File: config.mk
export PLATFORM = sky130hd
export DESIGN_NAME = dbf_div
export DESIGN_NICKNAME = d
export VERILOG_FILES = /design/src/rtl/dbf_pkg.sv /design/src/rtl/dbf_div.sv
export SDC_FILE = /design/constraint.sdc
export NUM_CORES = 1
export LEC_CHECK = 0
export ABC_AREA = 0
export BUFFER_PORTS_ARGS = -buffer_cell sky130_fd_sc_hd__buf_4
export CAP_MARGIN = 10
export CORE_UTILIZATION = 44
export CTS_BUF_LIST = sky130_fd_sc_hd__clkbuf_8
export DETAILED_ROUTE_END_ITERATION = 16
export PLACE_DENSITY_LB_ADDON = 0.2
export SYNTH_ARGS = -nofsm -noshare
export SYNTH_HDL_FRONTEND = slang
export SYNTH_SLANG_ARGS = --single-unit
File: constraint.sdc
create_clock -name clk -period 5.65 [get_ports clk]
set_input_delay 0.565 -clock clk [delete_from_list [all_inputs] [get_ports clk]]
set_output_delay 0.565 -clock clk [all_outputs]
set_load 0.02 [all_outputs]
File: src/rtl/dbf_pkg.sv
// ----------------------------------------------------------------------------
// dbf_pkg
// shared types and constants of the discrete belief filter update unit
// ----------------------------------------------------------------------------
package dbf_pkg;

    localparam int NUM_STATES       = 16;
    localparam int NUM_ACTIONS      = 4;
    localparam int NUM_OBSERVATIONS = 8;
    localparam int PROB_FRAC_BITS   = 15;

    localparam int CMD_W   = 3;
    localparam int ACT_W   = 2;
    localparam int OBS_W   = 3;
    localparam int STATE_W = 4;
    localparam int PROB_W  = 16;

    localparam int SUM_W  = 20;
    localparam int PROD_W = 32;
    localparam int ACC_W  = 35;

    localparam logic [PROB_W-1:0] ONE_Q   = 16'd32768;
    localparam logic [PROB_W-1:0] UNIFORM = 16'd2048;

    typedef enum logic [CMD_W-1:0] {
        CMD_UNIFORM  = 3'd0,
        CMD_LOAD_OBS = 3'd1,
        CMD_LOAD_TRN = 3'd2,
        CMD_OBSERVE  = 3'd3,
        CMD_QUERY    = 3'd4
    } cmd_t;

    typedef enum logic [3:0] {
        S_IDLE,
        S_WRD,
        S_WMUL,
        S_WACC,
        S_CHECK,
        S_DSTART,
        S_DWAIT,
        S_MRD,
        S_MMUL,
        S_MACC,
        S_MWR,
        S_EMIT
    } state_t;

    typedef struct packed {
        logic start;
        logic done;
    } div_ctl_t;

endpackage

File: src/rtl/dbf_div.sv
// ----------------------------------------------------------------------------
// dbf_div
// bit-serial restoring divider, floor((dividend << 15) / divisor), one bit a cycle
// ----------------------------------------------------------------------------
module dbf_div (
    input  logic                          clk,
    input  logic                          rst_n,
    input  dbf_pkg::div_ctl_t             ctl_in,
    output dbf_pkg::div_ctl_t             ctl_out,
    input  logic [dbf_pkg::PROB_W-1:0]    dividend,
    input  logic [dbf_pkg::SUM_W-1:0]     divisor,
    output logic [dbf_pkg::PROB_W-1:0]    quotient
);
    import dbf_pkg::*;

    logic [SUM_W-1:0]   rem_reg;
    logic [PROB_W-1:0]  q_reg;
    logic [3:0]         cnt_reg;
    logic               busy_reg;
    logic               done_reg;
    logic [SUM_W:0]     trial;
    logic               ge;

    always_comb
    begin
        trial = (cnt_reg == 4'd0) ? {1'b0, rem_reg} : {rem_reg, 1'b0};
        ge    = trial >= {1'b0, divisor};
    end

    always_ff @(posedge clk or negedge rst_n)
    begin
        if (!rst_n)
        begin
            busy_reg <= 1'b0;
            done_reg <= 1'b0;
            cnt_reg  <= '0;
        end
        else
        begin
            done_reg <= 1'b0;
            if (ctl_in.start)
            begin
                busy_reg <= 1'b1;
                cnt_reg  <= '0;
            end
            else if (busy_reg)
            begin
                cnt_reg <= cnt_reg + 4'd1;
                if (cnt_reg == 4'd15)
                begin
                    busy_reg <= 1'b0;
                    done_reg <= 1'b1;
                end
            end
        end
    end

    always_ff @(posedge clk)
    begin
        if (ctl_in.start)
        begin
            rem_reg <= SUM_W'(dividend);
        end
        else if (busy_reg)
        begin
            rem_reg <= ge ? SUM_W'(trial - {1'b0, divisor}) : SUM_W'(trial);
            q_reg   <= {q_reg[PROB_W-2:0], ge};
        end
    end

    assign ctl_out.start = busy_reg;
    assign ctl_out.done  = done_reg;
    assign quotient      = q_reg;

endmodule

==> impl_results.md <==
* Status: complete, no violations
* Worst EP arrival at 4.27 ns
* Clk Latency, worst-skew pair at 0.30 ns
* Max-slew violation count at 0
* Post-synth net total at 374
* Die ar. at 7390 um2
* Core Box Area at 6790 um2
* Fillers at 647
* CTS clk-pin slew, worst paths at 0.09 ns
* Diodes inserted at 0
* Die width at 85.9 um
* Clk_skew at 0.0120 ns
* Required time of the critical path at 5.70 ns
* Fin. Hold Viols at 0
* Setup crit end: rem_reg[7]
* Synthesized area at 3100 um2
* Post-DP Area at 3590 um2
* Critical path endpoint category: register
* Finished Cell Area at 3680 um2
* Nets at 428
* DRT iter0 DRCs at 71
* First-pass GRT wire length at 10.4 mm
* Worst R2R Start: cnt_reg[0]
* Crit-path max FO at 22
* CTS Hold Bufs at 0
* Unrepaired setup endpoints after global routing: no
* Clock buffer count from CTS at 5
* Yosys warns at 0
* Root buffer selected by CTS: clkbuf_8
* R2R depth at 16
* Peak Freq at 0.237 GHz
* Final setup violation count at 0
* Syn Area/Cell at 9.97 um2
* Total track usage at 17.9%
* Crit path kind: register to register
* Slew headroom at 64.7%
* Worst-Margin Slew at 0.529 ns
* Min-Delay Path Class: input pin to asynchronous set/reset pin
* CTS resizes at 0
* CP startpoint: cnt_reg[0]
* Async SR Flop Fraction at 14.3%
* Grt ovf at 0
* R2r endpoint: rem_reg[7]
* P_leak at 1.68 nW
* Period utilization at 74.6%
* DR pass1 iterations at 4
* Largest net degree at the start of global routing at 29
* PortBufs at 56
* Mapped Cells at 311
* P&R area growth vs syn at 18.8%
* Via density at 5.12
* Post-DP HPWL at 4.72 mm
* Sequential fraction of the synthesis area at 38.4%
* TritonCTS clock tree: built
* Commonest cells after routing, fill and taps aside: 58 x buf_4, 37 x inv_1, 32 x edfxtp_1, 23 x nor2_1
* Max Cap Violations at 0
* Ports at 58
* P per Cell Area at 447 nW/um2
* Max Buffers Root-to-Sink at 2
* Setup TNS Final at 0 ns
* Post-Layout Cell Count at 462
* Commonest non-fill, non-tap cell in the layout: buf_4
* Post-Route WL at 6.20 mm
* Routed vias at 2,367
* Fin crit period at 4.22 ns
* Top-area cell type share of the netlist area at 31.0%
* R2R Setup Slk at 1.43 ns
* CP Launch Type: register
* Max reg flops at 20
* EDFF count, synth at 32
* Worst VDD drop at 0.194 mV
* Post-synthesis register bit count at 42
* Wirelength per Cell at 13.4 um
* Share of cells above drive strength 1 at 26.0%
* Vias in the first global route at 2,261
* Dominant synthesized flop cell: edfxtp_1
* Placed Cells at 454
* GPL Wtd Cong at 0.788
* H-tree depth at 2
* Clock Sinks at 42
* Site row count at 30
* # Post-CTS Setup Buffers at 0
* Yosys top cell by area: edfxtp_1
* Starting density of the core at 45.6%
* Yosys cell types at 52
* Die span in y at 85.9 um
* DR DRC count at 0
* Antenna violations before repair at 0
* Post-route ant nets at 0
* Synth area leaders: edfxtp_1 31%, ha_1 8.9%, mux2i_1 7.1%, mux2_2 6.9%, dfrtp_1 4.8%
[layout make-up]
cell class                      instances  area (um2)  area share (%)
Timing Repair Buffer                   58         435            11.8
Tap cell                               96         120            3.26
Inverter                               40         150            4.08
Clock buffer                            5        68.8            1.87
Multi-Input combinational cell        218        1700            46.0
Clock inverter                          3        21.3           0.578
Sequential cell                        42        1190            32.3
[cell families (layout without fill, tap and decap cells)]
kind of cell / after synthesis / after routing / synth area share [%]
compound gates: 66 / 66 / 14.4
flops: 42 / 42 / 38.4
buf+inv: 51 / 106 / 7.06
xor+xnor: 19 / 19 / 5.37
mux: 41 / 41 / 14.0
simple gates: 69 / 69 / 11.2
fa+ha+maj: 23 / 23 / 9.52
[through the flow]
stage          hold slack [ns]  util (%)  total power, mW  setup WS (ns)
5_1_grt                 0.0494      54.2             1.79           1.02
2_1_floorplan            0.269         -             1.27           1.49
6_report                0.0646      54.2             1.65           1.43
3_5_place_dp             0.378      52.9             1.45           1.46
4_1_cts                 0.0557      54.2             1.66           1.43
3_3_place_gp             0.378      52.9             1.43           1.49
[critical path, stage by stage (launching register included)]
cell	delay (ns)
dfrtp_1	0.43
inv_1	0.08
ha_1	0.14
nor3b_2	0.15
buf_4	0.32
mux2_2	0.39
ha_1	0.34
nand2_1	0.12
o21bai_1	0.19
a31oi_1	0.34
o21ai_2	0.14
a21oi_1	0.21
nor2_1	0.09
o21a_4	0.24
inv_2	0.41
mux2i_1	0.28
mux2i_1	0.09
[power by group]
group | total, mW | switching, mW | internal, mW
clock network | 0.202 | 0.115 | 0.0870
logic | 0.978 | 0.515 | 0.464
registers | 0.467 | 0.0392 | 0.428
[Yosys cell counts, types with 2 or more instances]
master	count
inv_1	37
edfxtp_1	32
nor2_1	23
a21oi_1	22
ha_1	22
mux2i_1	22
mux2_2	19
nand2_1	16
xnor2_1	12
o21ai_0	11
a21o_1	7
xor2_1	7
dfrtp_1	6
a31oi_1	5
nand4_1	5
and3_1	4
dfxtp_1	4
nor3_1	4
a211oi_1	3
buf_4	3
clkbuf_1	3
nand3_1	3
nor2b_1	3
o21a_1	3
buf_1	2
buf_6	2
inv_2	2
nand2b_1	2
nor4_1	2
o211ai_1	2
o21bai_1	2
[how the worst min path moves through the flow]
stage | endpoint | slack (ns) | cells past startpoint
CTS | cnt_reg[1] | 0.06 | 1
finish | cnt_reg[1] | 0.06 | 1
global route | cnt_reg[0] | 0.05 | 1
detailed placement | cnt_reg[0] | 0.38 | 1
global placement | cnt_reg[0] | 0.38 | 1
floorplan | busy_reg | 0.27 | 0
[layer usage]
metal,global-route usage (%),wire (um),up-vias
met5,0,0,-
met4,4.55,78,0
met3,4.23,325,8
met2,30.2,2960,60
met1,23.1,2830,1089
li1,-,-,1210
Power figures use the tool's default switching activity.
