<file path="config.mk">
export PLATFORM = sky130hd
export DESIGN_NAME = dbf_mul
export DESIGN_NICKNAME = d
export VERILOG_FILES = /design/src/rtl/dbf_pkg.sv /design/src/rtl/dbf_mul.sv
export SDC_FILE = /design/constraint.sdc
export NUM_CORES = 1
export LEC_CHECK = 0
export ABC_CLOCK_PERIOD_IN_PS = 10800
export BUFFER_PORTS_ARGS = -buffer_cell sky130_fd_sc_hd__buf_4
export CAP_MARGIN = 10
export CELL_PAD_IN_SITES_DETAIL_PLACEMENT = 1
export CELL_PAD_IN_SITES_GLOBAL_PLACEMENT = 1
export CORE_AREA = 5 5 159 161
export CTS_BUF_LIST = sky130_fd_sc_hd__clkbuf_4 sky130_fd_sc_hd__clkbuf_8
export DETAILED_ROUTE_END_ITERATION = 6
export DIE_AREA = 0 0 164 166
export PLACE_DENSITY_LB_ADDON = 0.1
export SETUP_SLACK_MARGIN = 0.15
export SYNTH_ARGS = -nofsm -noshare
export SYNTH_HDL_FRONTEND = slang
export SYNTH_SLANG_ARGS = --single-unit
export TNS_END_PERCENT = 10
</file>
<file path="constraint.sdc">
create_clock -name clk -period 10.8 [get_ports clk]
set_input_delay 0.54 -clock clk [delete_from_list [all_inputs] [get_ports clk]]
set_output_delay 0.54 -clock clk [all_outputs]
set_load 0.01 [all_outputs]
</file>
<file path="src/rtl/dbf_pkg.sv">
// ----------------------------------------------------------------------------
// dbf_pkg
// shared types and constants of the discrete belief filter update unit
// ----------------------------------------------------------------------------
package dbf_pkg;

    localparam int NUM_STATES       = 16;
    localparam int NUM_ACTIONS      = 4;
    localparam int NUM_OBSERVATIONS = 8;
    localparam int PROB_FRAC_BITS   = 15;

    localparam int CMD_W   = 3;
    localparam int ACT_W   = 2;
    localparam int OBS_W   = 3;
    localparam int STATE_W = 4;
    localparam int PROB_W  = 16;

    localparam int SUM_W  = 20;
    localparam int PROD_W = 32;
    localparam int ACC_W  = 35;

    localparam logic [PROB_W-1:0] ONE_Q   = 16'd32768;
    localparam logic [PROB_W-1:0] UNIFORM = 16'd2048;

    typedef enum logic [CMD_W-1:0] {
        CMD_UNIFORM  = 3'd0,
        CMD_LOAD_OBS = 3'd1,
        CMD_LOAD_TRN = 3'd2,
        CMD_OBSERVE  = 3'd3,
        CMD_QUERY    = 3'd4
    } cmd_t;

    typedef enum logic [3:0] {
        S_IDLE,
        S_WRD,
        S_WMUL,
        S_WACC,
        S_CHECK,
        S_DSTART,
        S_DWAIT,
        S_MRD,
        S_MMUL,
        S_MACC,
        S_MWR,
        S_EMIT
    } state_t;

    typedef struct packed {
        logic start;
        logic done;
    } div_ctl_t;

endpackage

</file>
<file path="src/rtl/dbf_mul.sv">
// ----------------------------------------------------------------------------
// dbf_mul
// shared 16x16 unsigned multiplier with registered product
// ----------------------------------------------------------------------------
module dbf_mul (
    input  logic                          clk,
    input  logic [dbf_pkg::PROB_W-1:0]    op_a,
    input  logic [dbf_pkg::PROB_W-1:0]    op_b,
    output logic [dbf_pkg::PROD_W-1:0]    prod
);
    import dbf_pkg::*;

    logic [PROD_W-1:0] prod_reg;

    always_ff @(posedge clk)
    begin
        prod_reg <= PROD_W'(op_a) * PROD_W'(op_b);
    end

    assign prod = prod_reg;

endmodule

</file>
==> metrics, run 1 <==
GR Util met1 0.2428; Main synth FF type dfxtp_1; Hold EP prod[0]; worst slew pin tran 0.4855 ns; vias in the first global route 7936; Site Rows 57; Synth top area share 0.4175; final count of negative-setup-slack endpoints 0; CTS tree yes; library cells used by synthesis 47; CP startpoint kind primary input; GRT Total Usage 0.1954; count of state elements after synthesis 32; Worst Path Arrival 5.85 ns; Setup CP Type in2reg; vias per cell 4.979; clk buf depth 2; Total Die Area 27220 sq um; H-tree levels 2; status finished, final reports clean; Hold Crit Class in2reg; clk slew on worst S/H paths 0.07 ns; average size of a mapped cell 8.978 sq um; worst path required time 11.00 ns; max reg flops 32; die width 164 microns; Synth area leaders fa_1 (42%), ha_1 (14%), inv_1 (9.0%); dpl cell area 10000 sq um; Post-Syn Area 9301 sq um; RSZ-0062 raised after global routing no; antenna-violating nets left 0; crit-path max FO 16; met3 usage 0.01812; via count 6926; post-DP HPWL 20.93 mm; core area 23820 sq um; DRC 0; first-pass GRT wire length 41.75 mm; Final Hold Fails 0; slew margin rel. 0.6741; max-cap violations 0; Detailed Routing Iterations Pass 1 4; routed wire length 25.50 mm; Initial DRC Count 237; Synth Warn # 0; global route total overflow 0; sequential area share after synthesis 0.06887; share of flip-flops with an asynchronous set or reset 0; Syn Inst Count 1036; largest net degree at the start of global routing 17; post-synth top area cell fa_1; wire per inst 18.34 microns; nets@finish 1397; CTS sink cnt 32; post-CTS setup buffer count 0; met2 Use GR 0.3662; Layout area overhead 8.595%; global route hottest layer met2; most instantiated library cell after synthesis inv_1; Die Y 166 microns; Post-synth EDFFs 0; starting density of the core 0.3905; Final Cycle Share 0.5232; initial antenna violation count 0; min-delay src op_a[0]; IO Port Bufs 64; Max Clock Freq 177.0 MHz; Ant. Diodes 0; Clk Tree Root Cell clkbuf_8; fin area 10100 sq um; Slew Viols, Final 0; share of post-route cells with drive strength above 1 0.07685; PostCTS Resize Cnt 0; net count after synthesis 1367; Min-Delay Path Depth 2; Worst Setup End Kind flip-flop; setup TNS 0 ns; I/O pins 65; Post-synth top cells inv_1 (224), fa_1 (194), nand2_1 (151); routability cong. 0.8052; fin crit period 5.651 ns; Num CTS Buffers 5; CTS Hold Buffers Added 0
[worst max-delay path, stage by stage]
cell,delay (ns)
buf_4,0.19
and2_1,0.20
fa_1,0.53
inv_1,0.05
fa_1,0.46
fa_1,0.53
fa_1,0.55
inv_1,0.05
fa_1,0.48
inv_1,0.05
fa_1,0.48
inv_1,0.04
ha_1,0.36
nand3_1,0.22
nor2_1,0.23
o2111ai_1,0.16
a31oi_1,0.42
nor3_1,0.10
a211oi_1,0.21
[metal layers]
layer | vias up | part of all wire
met4 | 0 | 0.020
met3 | 30 | 0.029
met1 | 3603 | 0.41
met2 | 119 | 0.54
li1 | 3174 | -
met5 | - | 0
[per-stage QoR]
step | instances | hold WS [ns] | worst slack, ns | util
after floorplan | 1036 | 0.6617 | 5.218 | -
after global placement | 1383 | 0.9317 | 4.797 | 0.4200
after global routing | 1391 | 0.6177 | 4.852 | 0.4240
final | 1391 | 0.6292 | 5.149 | 0.4240
after detailed placement | 1383 | 0.9283 | 4.790 | 0.4200
after CTS | 1391 | 0.6241 | 5.106 | 0.4240
[how the worst max path moves through the flow]
stage,slack (ns),end,from
6_report,5.15,prod[30],op_b[4]
5_1_grt,4.85,prod[30],op_b[4]
4_1_cts,5.11,prod[30],op_b[4]
3_5_place_dp,4.79,prod[30],op_b[4]
3_3_place_gp,4.80,prod[30],op_b[4]
2_1_floorplan,5.22,prod[27],op_a[14]
[logic make-up after synthesis]
family | Yosys count | synth area share
flip-flops | 32 | 0.06887
AO/OA/AOI/OAI | 84 | 0.06161
buffers and inverters | 265 | 0.1102
AND/OR/NAND/NOR | 330 | 0.1765
adder cells (fa/ha/maj) | 298 | 0.5574
XOR/XNOR | 27 | 0.02542
[cells in the final DEF (no fill, tap or decap), drive strengths merged, types with 7 or more instances in the layout]
cell type	netlist	layout
xnor2	19	19
nor2	15	15
and2	126	126
nand2	151	151
a21o	12	12
nand4	9	9
clkbuf	34	7
inv	224	224
fa	194	194
a31oi	7	7
nor3	10	10
ha	104	104
o21ai	17	17
a21oi	22	22
nand3	9	9
xor2	8	8
dfxtp	32	32
buf	7	64
[layout make-up]
cell class / count / area (sq um)
flip-flops and latches: 32 / 640.6
well taps: 324 / 405.4
clock buffers: 7 / 90.09
clock inverters: 1 / 7.507
multi-input cells: 739 / 7636
repair buffers: 64 / 480.5
inverters: 224 / 840.8
fillers: 2849 / 13720
Power of run 1 is not shown: default switching activity piles up to over one toggle a cycle in this logic, so the estimate is an artifact.
==> run 2: changes to the inputs <==
--- a/config.mk
+++ b/config.mk
@@ -5,15 +5,16 @@
 export SDC_FILE = /design/constraint.sdc
 export NUM_CORES = 1
 export LEC_CHECK = 0
-export ABC_CLOCK_PERIOD_IN_PS = 10800
+export ABC_AREA = 1
+export ABC_CLOCK_PERIOD_IN_PS = 5800
 export BUFFER_PORTS_ARGS = -buffer_cell sky130_fd_sc_hd__buf_4
 export CAP_MARGIN = 10
 export CELL_PAD_IN_SITES_DETAIL_PLACEMENT = 1
 export CELL_PAD_IN_SITES_GLOBAL_PLACEMENT = 1
-export CORE_AREA = 5 5 159 161
+export CORE_AREA = 5 5 165 167
 export CTS_BUF_LIST = sky130_fd_sc_hd__clkbuf_4 sky130_fd_sc_hd__clkbuf_8
 export DETAILED_ROUTE_END_ITERATION = 6
-export DIE_AREA = 0 0 164 166
+export DIE_AREA = 0 0 170 172
 export PLACE_DENSITY_LB_ADDON = 0.1
 export SETUP_SLACK_MARGIN = 0.15
 export SYNTH_ARGS = -nofsm -noshare
==> constraint.sdc (replaced) <==
create_clock -name clk -period 5.8 [get_ports clk]
set_input_delay 0.29 -clock clk [delete_from_list [all_inputs] [get_ports clk]]
set_output_delay 0.29 -clock clk [all_outputs]
set_load 0.01 [all_outputs]
==> run 2 against run 1 <==
Non-clock buffer count grew 3. Critical path depth is the same. Setup slack got worse by 4.4 ns. Core utilization up 0.11 points. Clock-buffer cell count is the same. Synthesized cell count is 35% higher. Sequential share of layout area down 0.46 points. Flip-flop and latch count is the same. Cell count increased by 26%. Hold slack lost 0.28 ns. Largest cell class unchanged. Highest routed layer unchanged.
==> metrics, run 2 <==
status finished, final reports clean; most common cell after layout, fill and taps aside nand2_1; Post-synth EDFFs 0; vias in the first global route 8956; library cells used by synthesis 22; post-synth top area cell fa_1; nets@finish 1742; core area 25620 sq um; fin crit period 5.078 ns; Synth top area share 0.3841; worst slew pin tran 0.3293 ns; average size of a mapped cell 7.218 sq um; Setup CP Type in2reg; commonest non-fill, non-tap cells in the layout nand2_1 (450), inv_1 (433), fa_1 (194), ha_1 (104), buf_4 (67); CTS sink cnt 32; die width 170 microns; number of fill cells 3207; Num CTS Buffers 5; GRT Total Usage 0.2093; CTS Hold Buffers Added 0; Final Cycle Share 0.8754; utilization after layout 0.4252; Synth Warn # 0; clk slew on worst S/H paths 0.07 ns; DRT met1 WL 14.02 mm; antenna-violating nets left 0; routability cong. 0.8531; via count 7980; IO Port Bufs 64; crit-path max FO 16; I/O pins 65; Layout area overhead 7.709%; first-pass GRT wire length 48.29 mm; H-tree levels 2; Worst Path Arrival 5.26 ns; DP Worst Slack 0.4077 ns; net count after synthesis 1732; Synth area leaders fa_1 (38%), nand2_1 (17%), inv_1 (16%); starting density of the core 0.3948; Main synth FF type dfxtp_1; Post-synth top cells nand2_1 (450), inv_1 (433), fa_1 (194); post-CTS setup buffer count 0; Syn Inst Count 1401; Detailed Routing Iterations Pass 1 4; initial antenna violation count 0; share of post-route cells with drive strength above 1 0.06870; sequential area share after synthesis 0.06335; Reg area 640.6 sq um; vias per cell 4.568; Hold Crit Class in2reg; share of flip-flops with an asynchronous set or reset 0; final count of negative-setup-slack endpoints 0; slew margin rel. 0.7789; global route total overflow 0; PostCTS Resize Cnt 0; Slew Viols, Final 0; CTS tree yes; Max Clock Freq 196.9 MHz; count of non-filler cells in the finished layout 1747; Initial DRC Count 302; Site Rows 59; WL met2 13.68 mm; number of placed cells counting well taps 1739; DRC 0; Die Y 172 microns; CP startpoint kind primary input; area occupied by multi-input gates 7606 sq um; Final Hold Fails 0; max layer used met4; Min-Delay Path Depth 3; RSZ-0062 raised after global routing no; setup ws final 0.7224 ns; Clk Tree Root Cell clkbuf_8; Total Die Area 29240 sq um; count of state elements after synthesis 32; routed wire length 28.84 mm; Ant. Diodes 0; worst path required time 5.98 ns; most instantiated library cell after synthesis nand2_1; max-cap violations 0; Worst Setup End Kind flip-flop; wire per inst 16.51 microns; setup TNS 0 ns; WL met3 728 microns; clk buf depth 2; Post-Syn Area 10110 sq um; max reg flops 32; largest net degree at the start of global routing 17; post-DP HPWL 25.15 mm
run 2: metal layers:
metal,up-vias,track usage
met3,27,0.02172
met1,3970,0.2999
met5,-,0
met4,0,0.03542
met2,81,0.3513
li1,3902,-
run 2: critical path: stages:
cell	delay [ns]
buf_4	0.22
nand2_1	0.12
fa_1	0.55
inv_1	0.07
fa_1	0.51
inv_1	0.06
fa_1	0.56
inv_1	0.06
fa_1	0.48
fa_1	0.50
inv_1	0.05
fa_1	0.48
inv_1	0.04
ha_1	0.36
nand2_1	0.15
nor2_1	0.20
and2_1	0.18
a21oi_1	0.11
xnor2_1	0.29
run 2: kinds of logic after synthesis:
group	Yosys count	synth area share
flip-flops	32	0.06335
buffers and inverters	497	0.1845
AO/OA/AOI/OAI	19	0.009899
adder cells (fa/ha/maj)	298	0.5127
XOR/XNOR	18	0.01559
AND/OR/NAND/NOR	537	0.2139
run 2: per-stage QoR:
step	area [sq um]	hold slack [ns]
2_1_floorplan	10110	0.5674
3_3_place_gp	10790	0.6639
3_5_place_dp	10790	0.6648
4_1_cts	10890	0.3496
5_1_grt	10890	0.3603
6_report	10890	0.3484
run 2: path summary, 6_finish.rpt:
path,from,endpoint,slack (ns)
worst max-delay path,op_a[7],prod[18],0.72
worst min-delay path,op_b[0],prod[0],0.35
run 2: layout make-up:
| type | count | share of cell area |
|---|---|---|
| Clock buffer | 7 | 0.008271 |
| Clock inverter | 1 | 0.0006893 |
| Inverter | 433 | 0.1492 |
| Multi-Input combinational cell | 872 | 0.6983 |
| Sequential cell | 32 | 0.05882 |
| Tap cell | 335 | 0.03848 |
| Timing Repair Buffer | 67 | 0.04618 |
Power of run 2 is left out for the same reason.
